--- src/rtl/ffa_pkg.sv ---
`default_nettype none

package ffa_pkg;

    // Fixed widths of the item fields.
    localparam int REQ_W   = 15;
    localparam int FADDR_W = 14;
    localparam int ADDR_W  = 14;
    localparam int STAT_W  = 2;
    localparam int LIMIT_W = 3;

    localparam logic [LIMIT_W-1:0] LIMIT_RESET = 3'd4;

    localparam logic KIND_ALLOC = 1'b0;
    localparam logic KIND_FREE  = 1'b1;

    localparam logic [STAT_W-1:0] STAT_OK    = 2'd0;
    localparam logic [STAT_W-1:0] STAT_OOM   = 2'd1;
    localparam logic [STAT_W-1:0] STAT_FAULT = 2'd2;

    typedef struct packed {
        logic [ADDR_W-1:0] addr;
        logic [STAT_W-1:0] status;
    } ffa_result_t;

endpackage

`default_nettype wire

--- src/rtl/ffa_walker.sv ---
`default_nettype none

module ffa_walker
    import ffa_pkg::*;
#(
    parameter int HEAP_PAGES   = 4,
    parameter int PAGE_BYTES   = 4096,
    parameter int MIN_CHUNK    = 16,
    parameter int HEADER_BYTES = 8,
    parameter int AW           = 14,
    parameter int DW           = 16
) (
    input  wire logic               clk,
    input  wire logic               rst_n,
    input  wire logic               in_valid,
    input  wire logic               kind,
    input  wire logic [REQ_W-1:0]   req_size,
    input  wire logic [FADDR_W-1:0] free_addr,
    output logic                    ready,
    input  wire logic [LIMIT_W-1:0] limit_pages,
    input  wire logic               slot_free,
    output logic                    res_valid,
    output ffa_result_t             res,
    output logic                    rd_en,
    output logic      [AW-1:0]      rd_addr,
    input  wire logic [DW-1:0]      rd_data,
    output logic                    wr_en,
    output logic      [AW-1:0]      wr_addr,
    output logic      [DW-1:0]      wr_data
);

    localparam int HEAP_BYTES = HEAP_PAGES * PAGE_BYTES;
    localparam int SW = DW - 1;
    localparam int CW = (SW + 1 > REQ_W + 1) ? SW + 1 : REQ_W + 1;
    localparam int PW = $clog2(HEAP_PAGES + 1);
    localparam int NW = (PW + 1 > LIMIT_W + 1) ? PW + 1 : LIMIT_W + 1;

    localparam logic [CW-1:0] SIZE_MAX  = CW'((2 ** SW) - 1);
    localparam logic [CW-1:0] HDR_C     = CW'(HEADER_BYTES);
    localparam logic [CW-1:0] MIN_C     = CW'(MIN_CHUNK);
    localparam logic [CW-1:0] PAGE_C    = CW'(PAGE_BYTES);
    localparam logic [SW-1:0] PAGE_S    = SW'(PAGE_BYTES);
    localparam logic [NW-1:0] PAGES_C   = NW'(HEAP_PAGES);
    localparam logic [AW-1:0] LAST_ADDR = AW'(HEAP_BYTES - 1);

    typedef enum logic [3:0] {
        S_CLEAR,
        S_IDLE,
        S_ACHK,
        S_GROW,
        S_ARD,
        S_SPLIT,
        S_FHDR,
        S_FMRG,
        S_RESP
    } state_t;

    state_t          state_reg, state_next;
    logic [AW-1:0]   clr_addr_reg, clr_addr_next;
    logic [SW-1:0]   pos_reg, pos_next;
    logic [CW-1:0]   acc_reg, acc_next;
    logic [CW-1:0]   rs_reg, rs_next;
    logic [NW-1:0]   n_reg, n_next;
    logic [NW-1:0]   top_pages_reg, top_pages_next;
    logic [SW-1:0]   top_bytes_reg, top_bytes_next;
    logic            faulted_reg, faulted_next;
    ffa_result_t     res_reg, res_next;

    logic [CW-1:0]   rd_size;
    logic            rd_used;
    logic [CW-1:0]   pos_c;
    logic [CW-1:0]   top_c;
    logic [CW-1:0]   walk_sum;
    logic [CW-1:0]   merge_sum;
    logic [CW-1:0]   merge_acc;
    logic [CW-1:0]   merge_next;
    logic [CW-1:0]   req_pad;
    logic [CW-1:0]   real_size;
    logic [CW-1:0]   free_pos;
    logic [CW-1:0]   split_rest;
    logic [CW-1:0]   split_addr;
    logic [CW-1:0]   data_addr;
    logic [NW-1:0]   lim;
    logic [NW-1:0]   pages_sum;

    assign rd_size    = CW'(rd_data[SW-1:0]);
    assign rd_used    = rd_data[SW];
    assign pos_c      = CW'(pos_reg);
    assign top_c      = CW'(top_bytes_reg);
    assign walk_sum   = pos_c + rd_size;
    assign merge_sum  = acc_reg + rd_size;
    // Merged sizes saturate; any saturated size already lies beyond the top.
    assign merge_acc  = (merge_sum > SIZE_MAX) ? SIZE_MAX : merge_sum;
    assign merge_next = pos_c + merge_acc;
    assign req_pad    = CW'(req_size) + HDR_C;
    assign real_size  = (req_pad < MIN_C) ? MIN_C : req_pad;
    assign free_pos   = CW'(free_addr) - HDR_C;
    assign split_rest = rd_size - rs_reg;
    assign split_addr = pos_c + rs_reg;
    assign data_addr  = pos_c + HDR_C;
    assign lim        = (NW'(limit_pages) > PAGES_C) ? PAGES_C : NW'(limit_pages);
    assign pages_sum  = top_pages_reg + n_reg;

    assign ready     = (state_reg == S_IDLE);
    assign res_valid = (state_reg == S_RESP);
    assign res       = res_reg;

    always_comb
    begin
        state_next     = state_reg;
        clr_addr_next  = clr_addr_reg;
        pos_next       = pos_reg;
        acc_next       = acc_reg;
        rs_next        = rs_reg;
        n_next         = n_reg;
        top_pages_next = top_pages_reg;
        top_bytes_next = top_bytes_reg;
        faulted_next   = faulted_reg;
        res_next       = res_reg;
        rd_en          = 1'b0;
        rd_addr        = '0;
        wr_en          = 1'b0;
        wr_addr        = '0;
        wr_data        = '0;

        unique case (state_reg)
            S_CLEAR:
            begin
                // Clearing pass: offset 0 receives the first page as one free chunk.
                wr_en   = 1'b1;
                wr_addr = clr_addr_reg;
                wr_data = (clr_addr_reg == '0) ? {1'b0, PAGE_S} : '0;
                if (clr_addr_reg == LAST_ADDR)
                begin
                    state_next = S_IDLE;
                end
                else
                begin
                    clr_addr_next = clr_addr_reg + 1'b1;
                end
            end

            S_IDLE:
            begin
                if (in_valid)
                begin
                    res_next = '{addr: '0, status: STAT_OK};
                    if (faulted_reg)
                    begin
                        res_next.status = STAT_FAULT;
                        state_next      = S_RESP;
                    end
                    else if (kind == KIND_ALLOC)
                    begin
                        rs_next    = real_size;
                        pos_next   = '0;
                        rd_en      = 1'b1;
                        rd_addr    = '0;
                        state_next = S_ACHK;
                    end
                    else if ((CW'(free_addr) < HDR_C) || (free_pos >= top_c))
                    begin
                        state_next = S_RESP;
                    end
                    else
                    begin
                        pos_next   = free_pos[SW-1:0];
                        rd_en      = 1'b1;
                        rd_addr    = free_pos[AW-1:0];
                        state_next = S_FHDR;
                    end
                end
            end

            S_ACHK:
            begin
                if (rd_used || (rd_size < rs_reg))
                begin
                    if (rd_size == '0)
                    begin
                        faulted_next    = 1'b1;
                        res_next.status = STAT_FAULT;
                        state_next      = S_RESP;
                    end
                    else if (walk_sum == top_c)
                    begin
                        pos_next   = walk_sum[SW-1:0];
                        n_next     = NW'(1);
                        acc_next   = PAGE_C;
                        state_next = S_GROW;
                    end
                    else if (walk_sum > top_c)
                    begin
                        faulted_next    = 1'b1;
                        res_next.status = STAT_FAULT;
                        state_next      = S_RESP;
                    end
                    else
                    begin
                        pos_next = walk_sum[SW-1:0];
                        rd_en    = 1'b1;
                        rd_addr  = walk_sum[AW-1:0];
                    end
                end
                else if (rd_size > top_c - pos_c)
                begin
                    faulted_next    = 1'b1;
                    res_next.status = STAT_FAULT;
                    state_next      = S_RESP;
                end
                else
                begin
                    res_next.addr = data_addr[ADDR_W-1:0];
                    if (split_rest < MIN_C)
                    begin
                        wr_en      = 1'b1;
                        wr_addr    = pos_reg[AW-1:0];
                        wr_data    = {1'b1, rd_size[SW-1:0]};
                        state_next = S_RESP;
                    end
                    else
                    begin
                        // Remainder header now, the taken chunk's header next cycle.
                        wr_en      = 1'b1;
                        wr_addr    = split_addr[AW-1:0];
                        wr_data    = {1'b0, split_rest[SW-1:0]};
                        state_next = S_SPLIT;
                    end
                end
            end

            S_GROW:
            begin
                // Counts pages one at a time until n pages exceed the padded request or the limit.
                if (pages_sum > lim)
                begin
                    res_next.status = STAT_OOM;
                    state_next      = S_RESP;
                end
                else if (acc_reg > rs_reg)
                begin
                    wr_en          = 1'b1;
                    wr_addr        = pos_reg[AW-1:0];
                    wr_data        = {1'b0, acc_reg[SW-1:0]};
                    top_pages_next = pages_sum;
                    top_bytes_next = top_bytes_reg + acc_reg[SW-1:0];
                    state_next     = S_ARD;
                end
                else
                begin
                    n_next   = n_reg + 1'b1;
                    acc_next = acc_reg + PAGE_C;
                end
            end

            S_ARD:
            begin
                rd_en      = 1'b1;
                rd_addr    = pos_reg[AW-1:0];
                state_next = S_ACHK;
            end

            S_SPLIT:
            begin
                wr_en      = 1'b1;
                wr_addr    = pos_reg[AW-1:0];
                wr_data    = {1'b1, rs_reg[SW-1:0]};
                state_next = S_RESP;
            end

            S_FHDR:
            begin
                // After a fault nothing is read again, so no header write is needed.
                if (rd_size == '0)
                begin
                    faulted_next    = 1'b1;
                    res_next.status = STAT_FAULT;
                    state_next      = S_RESP;
                end
                else if (walk_sum < top_c)
                begin
                    acc_next   = rd_size;
                    rd_en      = 1'b1;
                    rd_addr    = walk_sum[AW-1:0];
                    state_next = S_FMRG;
                end
                else
                begin
                    wr_en      = 1'b1;
                    wr_addr    = pos_reg[AW-1:0];
                    wr_data    = {1'b0, rd_size[SW-1:0]};
                    state_next = S_RESP;
                end
            end

            S_FMRG:
            begin
                if (rd_used)
                begin
                    wr_en      = 1'b1;
                    wr_addr    = pos_reg[AW-1:0];
                    wr_data    = {1'b0, acc_reg[SW-1:0]};
                    state_next = S_RESP;
                end
                else if (rd_size == '0)
                begin
                    faulted_next    = 1'b1;
                    res_next.status = STAT_FAULT;
                    state_next      = S_RESP;
                end
                else if (merge_next < top_c)
                begin
                    acc_next = merge_acc;
                    rd_en    = 1'b1;
                    rd_addr  = merge_next[AW-1:0];
                end
                else
                begin
                    wr_en      = 1'b1;
                    wr_addr    = pos_reg[AW-1:0];
                    wr_data    = {1'b0, merge_acc[SW-1:0]};
                    state_next = S_RESP;
                end
            end

            S_RESP:
            begin
                if (slot_free)
                begin
                    state_next = S_IDLE;
                end
            end

            default:
            begin
                state_next = S_IDLE;
            end
        endcase
    end

    always_ff @(posedge clk or negedge rst_n)
    begin
        if (!rst_n)
        begin
            state_reg     <= S_CLEAR;
            clr_addr_reg  <= '0;
            pos_reg       <= '0;
            acc_reg       <= '0;
            rs_reg        <= '0;
            n_reg         <= '0;
            top_pages_reg <= NW'(1);
            top_bytes_reg <= PAGE_S;
            faulted_reg   <= 1'b0;
            res_reg       <= '0;
        end
        else
        begin
            state_reg     <= state_next;
            clr_addr_reg  <= clr_addr_next;
            pos_reg       <= pos_next;
            acc_reg       <= acc_next;
            rs_reg        <= rs_next;
            n_reg         <= n_next;
            top_pages_reg <= top_pages_next;
            top_bytes_reg <= top_bytes_next;
            faulted_reg   <= faulted_next;
            res_reg       <= res_next;
        end
    end

endmodule

`default_nettype wire

--- config.mk ---
export PLATFORM = sky130hd
export DESIGN_NAME = ffa_walker
export DESIGN_NICKNAME = d
export VERILOG_FILES = /design/src/rtl/ffa_pkg.sv /design/src/rtl/ffa_walker.sv
export SDC_FILE = /design/constraint.sdc
export NUM_CORES = 1
export LEC_CHECK = 0
export BUFFER_PORTS_ARGS = -buffer_cell sky130_fd_sc_hd__buf_2
export CAP_MARGIN = 10
export CORE_MARGIN = 5
export CORE_UTILIZATION = 55
export DETAILED_ROUTE_END_ITERATION = 6
export PLACE_DENSITY = 0.7
export SETUP_SLACK_MARGIN = 0.5
export SYNTH_ARGS = -nofsm -noshare
export SYNTH_HDL_FRONTEND = slang
export SYNTH_SLANG_ARGS = --single-unit
--- constraint.sdc ---
create_clock -name clk -period 9.7 [get_ports clk]
set_clock_uncertainty 0.15 [all_clocks]
set_input_delay 0.485 -clock clk [delete_from_list [all_inputs] [get_ports clk]]
set_output_delay 0.485 -clock clk [all_outputs]
set_load 0.05 [all_outputs]
==> flow_summary.yaml, run 1 <==
floorplanning:
  die_w_um: 166
  dieHeight_um: 166
  floorplan.io_pins: 117
  die_area_um2: 27600
  placeableCoreArea_um2: 24200
  rows: 57
  start_util_pct: 55.4
detailed_routing:
  num_vias: 13700
  drtAntennaViolNets: 0
  drc: 21
  drt_iter0_drc: 1584
  detail_route.wirelength_um: 48900
  dr.pass1.iters: 7
  wl_per_cell_um: 23.5
  avgViaCountPerCell: 6.59
grt:
  gr-usage-all-layers_pct: 34.0
  globalRoute.totalOverflow: 0
  largest_net_degree_at_the_start_of_global_routing: 61
  grt_pass1_vias: 12900
  antenna_found_initial: 1
  wire_length_of_the_first_global_routing_pass_um: 74300
synth:
  synthCells: 1659
  synth_largest_type_area_fraction_pct: 19.2
  synth_cell_type_count: 83
  synth-async-reset-ratio_pct: 100
  synthFlopType: "dfrtp_1"
  synth-seq-area-share_pct: 19.6
  synth.cell_area_um2: 13400
  largest_area_contributor_in_the_netlist: "dfrtp_1"
  cell_with_the_most_instances_after_synthesis: "ha_1"
  leading_post_synthesis_cells_by_cell_area: "dfrtp_1 19%, ha_1 18%, xnor2_1 4.6%"
  flops_latches_synth: 105
  postSynthAreaPerCell_um2: 8.07
  syn_nets: 1910
  netlist_top_cells_count: "190 x ha_1, 147 x nand2_1, 129 x inv_1"
  ys_warn_count: 0
  count_of_flip_flops_with_a_built_in_enable_after_synthesis: 0
clock_network:
  clk_path_buf_depth: 2
  cts.reportedPaths.clkPinSlew_ns: 0.09
  postCtsSetupRepairBufs: 0
  ctsHoldBuffers: 0
  cts_inserted_buffers: 9
  cts_sinks: 105
  cts_tree: "built"
  cts.htree.levels: 3
  post_cts_resized: 0
  clock_latency_ns: 0.37
  ctsRootBufferMaster: "clkbuf_16"
worst_hold_path:
  hold_path_class: "input pin to asynchronous set/reset pin"
pwr:
  internal_portion_of_total_power_w: 0.00227
  worst_ir_drop_vdd_uv: 189
  power.density_cell_area_nw_per_um2: 362
  power_switching_share_pct: 57.3
  power.static_leakage_nw: 7.01
  pwr-share-comb_pct: 77.1
  power_frac_seq_pct: 15.3
  switchingPower_w: 0.00304
  clock_power_share_pct: 7.5
final_layout:
  n_antenna_cell: 0
  fin_area_um2: 14600
  area_delta_synth_final_pct: 9.27
  finalNetCount: 2006
  layout-drive-gt1-share_pct: 11.4
worst_setup_path:
  cp.arrival_ns: 8.01
  worst_ep_required_time_ns: 9.07
  kind_of_cell_adding_the_most_delay_to_the_critical_path: "compound AO/OA/AOI/OAI gates"
  nature_of_the_critical_path_startpoint: "flip-flop"
  critPathCaptureType: "primary output"
  crit_fanout: 15
  cpPeakStageDelay_ns: 0.59
  critical-path-slowest-cell: "a2111oi_4"
  timing.setup.critical_path_class: "flip-flop to primary output"
  critical_path_buf_inv_count: 3
  critPathMostFrequentCell: "ha_1"
placed_design:
  place_area_um2: 14300
  globalplace.congestion: 1.02
  dpl.hpwl_um: 38500
  io_buffer_count: 116
run:
  max_cap_viol_count: 0
timing:
  fin_setup_tns_ns: 0
  relSlewSlack_pct: 18.6
  hold_slack_final_ns: -0.0293
  final-hold-violation-count: 8
  worst_slew_pin_slew_ns: 1.21
  final_min_period_over_clock_period_pct: 89.2
  timing.final.max_slew_violations: 0
  timing.final.crit_period_ns: 8.65
  setup_violations: 0
  max_clock_freq_mhz: 116
  rsz0062_at_grt: "false"
run_status:
  failing_checks: "DRC, hold timing"
  outcome: "finished, violations left"
final cells by class:
| cell class | instances | area [um^2] |
|---|---|---|
| well taps | 324 | 405 |
| repair buffers | 134 | 718 |
| fillers | 2185 | 9540 |
| clock buffers | 9 | 225 |
| multi-input cells | 1376 | 10100 |
| clock inverters | 7 | 82.6 |
| inverters | 129 | 484 |
| flip-flops and latches | 105 | 2630 |
logic make-up (layout without fill, tap and decap cells):
group                      Yosys count  in the layout  synth area share [%]
AOI/OAI and AO/OA                  514            514                  27.1
xor gates and xnor gates           115            115                  7.52
adders and majority gates          198            198                  18.9
buffers and inverters              178            279                  5.17
DFF                                105            105                  19.6
muxes                               32             32                  2.53
and+or+nand+nor                    517            517                  19.1
cell usage in the layout (no fill, tap or decap), types with 9 or more instances in the layout:
master / netlist / final
and2_1: 9 / 9
a21o_1: 51 / 51
a221o_1: 31 / 31
o21a_1: 24 / 24
nor3_1: 41 / 41
a222oi_1: 15 / 15
nand2b_1: 21 / 21
and3_1: 20 / 20
clkbuf_16: 0 / 9
nor4_1: 18 / 17
mux2i_1: 17 / 17
nor2_1: 118 / 118
o221ai_1: 9 / 9
nand4_1: 31 / 31
inv_1: 129 / 129
a2111oi_0: 9 / 9
o31ai_1: 19 / 19
o211ai_1: 19 / 19
o21bai_1: 12 / 12
a31oi_1: 19 / 19
buf_2: 1 / 115
a21oi_1: 109 / 109
ha_1: 190 / 190
nor2b_1: 23 / 23
dfrtp_1: 103 / 103
mux2_2: 15 / 15
nand3_1: 48 / 48
xnor2_1: 71 / 71
o21ai_0: 104 / 104
xor2_1: 44 / 44
a211oi_1: 15 / 15
buf_4: 0 / 19
nand2_1: 147 / 147
power groups by stage:
stage	clock network (W)	registers, W	logic, W
after floorplan	0	0.000775	0.00290
after global placement	0	0.000807	0.00389
after detailed placement	0	0.000809	0.00397
after CTS	0.000406	0.000801	0.00399
after global routing	0.000420	0.000821	0.00444
final	0.000400	0.000813	0.00409
per-layer routing:
metal | vias to the layer above | track usage, % | wire, um
met2 | 732 | 51.5 | 20600
met5 | - | 0 | 14
li1 | 6389 | - | -
met4 | 2 | 18.7 | 3040
met3 | 125 | 6.05 | 4910
met1 | 6488 | 46.1 | 20300
stage by stage:
stage	setup slack, ns	total power (W)	std cells	util, %
after global placement	1.44	0.00469	2068	59.3
after global routing	0.549	0.00568	2084	60.5
final	1.05	0.00530	2084	60.5
after floorplan	2.36	0.00367	1659	-
after detailed placement	1.15	0.00478	2068	59.3
after CTS	0.987	0.00520	2084	60.5
path summary, 6_finish.rpt:
kind                       slack [ns]   startpoint  cells past startpoint               to
hold / removal                  -0.03        rst_n                      1       acc_reg[3]
max in group asynchronous        8.12        rst_n                      2  clr_addr_reg[6]
min in group clk                 0.19  req_size[2]                      2        rs_reg[2]
setup reg to reg                 1.89   acc_reg[1]                     31       acc_reg[5]
setup / recovery                 1.05   acc_reg[1]                     32       wr_addr[8]
hold reg to reg                  0.33      res[12]                      2          res[12]
No activity file was read; power rests on OpenSTA's default activity.
==> inputs of run 2 (changes only) <==
--- a/config.mk
+++ b/config.mk
@@ -10,7 +10,7 @@
 export CORE_MARGIN = 5
 export CORE_UTILIZATION = 55
 export DETAILED_ROUTE_END_ITERATION = 6
-export PLACE_DENSITY = 0.7
+export PLACE_DENSITY_LB_ADDON = 0.15
 export SETUP_SLACK_MARGIN = 0.5
 export SYNTH_ARGS = -nofsm -noshare
 export SYNTH_HDL_FRONTEND = slang
==> flow_summary.yaml, run 2 (synthesized netlist as in run 1, its figures left out) <==
grt:
  gr-usage-all-layers_pct: 34.4
  wire_length_of_the_first_global_routing_pass_um: 75300
  globalRouteMet1Util_pct: 47.9
  globalRoute.totalOverflow: 0
  grt_most_used_layer: "met2"
  grt_pass1_vias: 13000
  largest_net_degree_at_the_start_of_global_routing: 55
  globalRouteMet2Util_pct: 52.5
  antenna_found_initial: 0
  gr_met3_demand_resource_pct: 5.00
detailed_routing:
  drtAntennaViolNets: 0
  drt_iter0_drc: 1402
  wl_per_cell_um: 23.3
  dr.pass1.iters: 7
  avgViaCountPerCell: 6.60
  drc: 1
  detail_route.wirelength_um: 48700
  num_vias: 13800
placed_design:
  globalplace.congestion: 1.03
  place_area_um2: 14300
  dpl.hpwl_um: 38700
  io_buffer_count: 116
final_layout:
  layout_utilization_pct: 60.7
  layout-drive-gt1-share_pct: 11.6
  area_delta_synth_final_pct: 9.53
  most_common_cell_after_layout_fill_and_taps_aside: "ha_1"
  layout_common_cells: "190 x ha_1, 147 x nand2_1, 129 x inv_1, 118 x nor2_1, 115 x buf_2"
  finalNetCount: 2009
  fin_area_um2: 14700
clock_network:
  cts_inserted_buffers: 9
  cts.reportedPaths.clkPinSlew_ns: 0.08
  postCtsSetupRepairBufs: 0
  post_cts_resized: 0
  ctsHoldBuffers: 0
  ctsRootBufferMaster: "clkbuf_16"
  clk_path_buf_depth: 2
  cts.htree.levels: 3
  cts_tree: "built"
  clock_latency_ns: 0.37
  cts_sinks: 105
worst_setup_path:
  cpPeakStageDelay_ns: 0.58
  critPathMostFrequentCell: "ha_1"
  worst_ep_required_time_ns: 9.07
  cp.arrival_ns: 7.92
  timing.setup.critical_path_class: "flip-flop to primary output"
  critPathCaptureType: "primary output"
  crit_fanout: 15
  nature_of_the_critical_path_startpoint: "flip-flop"
  critical-path-slowest-cell: "a2111oi_4"
timing:
  final-hold-violation-count: 0
  final_min_period_over_clock_period_pct: 88.2
  timing.final.crit_period_ns: 8.55
  fin_setup_tns_ns: 0
  relSlewSlack_pct: 17.3
  rsz0062_at_grt: "false"
  hold_slack_final_ns: 0.00480
  setup_violations: 0
  worst_slew_pin_slew_ns: 1.22
  max_clock_freq_mhz: 117
  timing.final.max_slew_violations: 0
floorplanning:
  die_area_um2: 27600
  dieHeight_um: 166
  die_w_um: 166
  rows: 57
  placeableCoreArea_um2: 24200
  start_util_pct: 55.4
  floorplan.io_pins: 117
pwr:
  power.static_leakage_nw: 7.03
  clock_power_share_pct: 7.7
  power_switching_share_pct: 56.7
  internal_portion_of_total_power_w: 0.00229
  pwr-share-comb_pct: 77.2
  power_frac_seq_pct: 15.1
  switchingPower_w: 0.00300
  power.density_cell_area_nw_per_um2: 361
  worst_ir_drop_vdd_uv: 219
run_status:
  outcome: "finished, violations left"
  failing_checks: "DRC"
worst_hold_path:
  hold_path_class: "input pin to asynchronous set/reset pin"
run:
  max_cap_viol_count: 0
==> run 2: cell types whose count changed in the layout (fill, tap and decap cells not counted), sizes merged <==
cell      change
diode         +1
clkinvlp      -1
bufinv        +1
buf           +3
==> run 2: cell type report <==
class	count	area, um^2
Clock buffer	9	225
Sequential cell	105	2630
Tap cell	324	405
Clock inverter	7	92.6
Multi-Input combinational cell	1376	10100
Timing Repair Buffer	137	741
Inverter	129	484
Fill cell	2224	9510
Antenna cell	1	2.50
==> run 2: path summary, 6_finish.rpt <==
path,from,endpoint,slack (ns),cells after the start
worst max register to register,acc_reg[1],acc_reg[9],1.96,31
min in group clk,req_size[0],rs_reg[0],0.18,2
worst min register to register,res[10],res[10],0.32,2
worst max-delay path,acc_reg[1],wr_addr[8],1.15,32
max in group asynchronous,rst_n,top_bytes_reg[14],8.19,2
worst min-delay path,rst_n,pos_reg[1],0.005,1
==> run 2: power by group through the flow <==
stage	registers, W	logic (W)	clock network (W)
6_report	0.000798	0.00409	0.000410
5_1_grt	0.000805	0.00447	0.000431
4_1_cts	0.000784	0.00400	0.000415
3_5_place_dp	0.000791	0.00397	0
3_3_place_gp	0.000789	0.00390	0
2_1_floorplan	0.000775	0.00290	0
==> run 2: metal layers <==
layer / part of all wire, % / wire length (um) / up-vias
li1: - / - / 6391
met2: 43 / 21000 / 738
met1: 42 / 20400 / 6526
met3: 9.5 / 4630 / 120
met4: 5.4 / 2630 / 0
met5: 0 / 0 / -
==> run 2: stage by stage <==
step	cells	worst slack (ns)	power (W)
finish	2088	1.15	0.00529
global route	2087	0.534	0.00571
CTS	2086	1.11	0.00520
detailed placement	2070	1.26	0.00477
global placement	2070	1.41	0.00469
floorplan	1659	2.36	0.00367
==> run 2: worst max-delay path, delay by kind of cell, from the launching register on <==
family	cells	cell delay, ns
flops	1	0.45
fa+ha+maj	4	0.92
xor+xnor	1	0.08
buf+inv	3	0.36
simple gates	6	0.99
compound gates	18	4.72
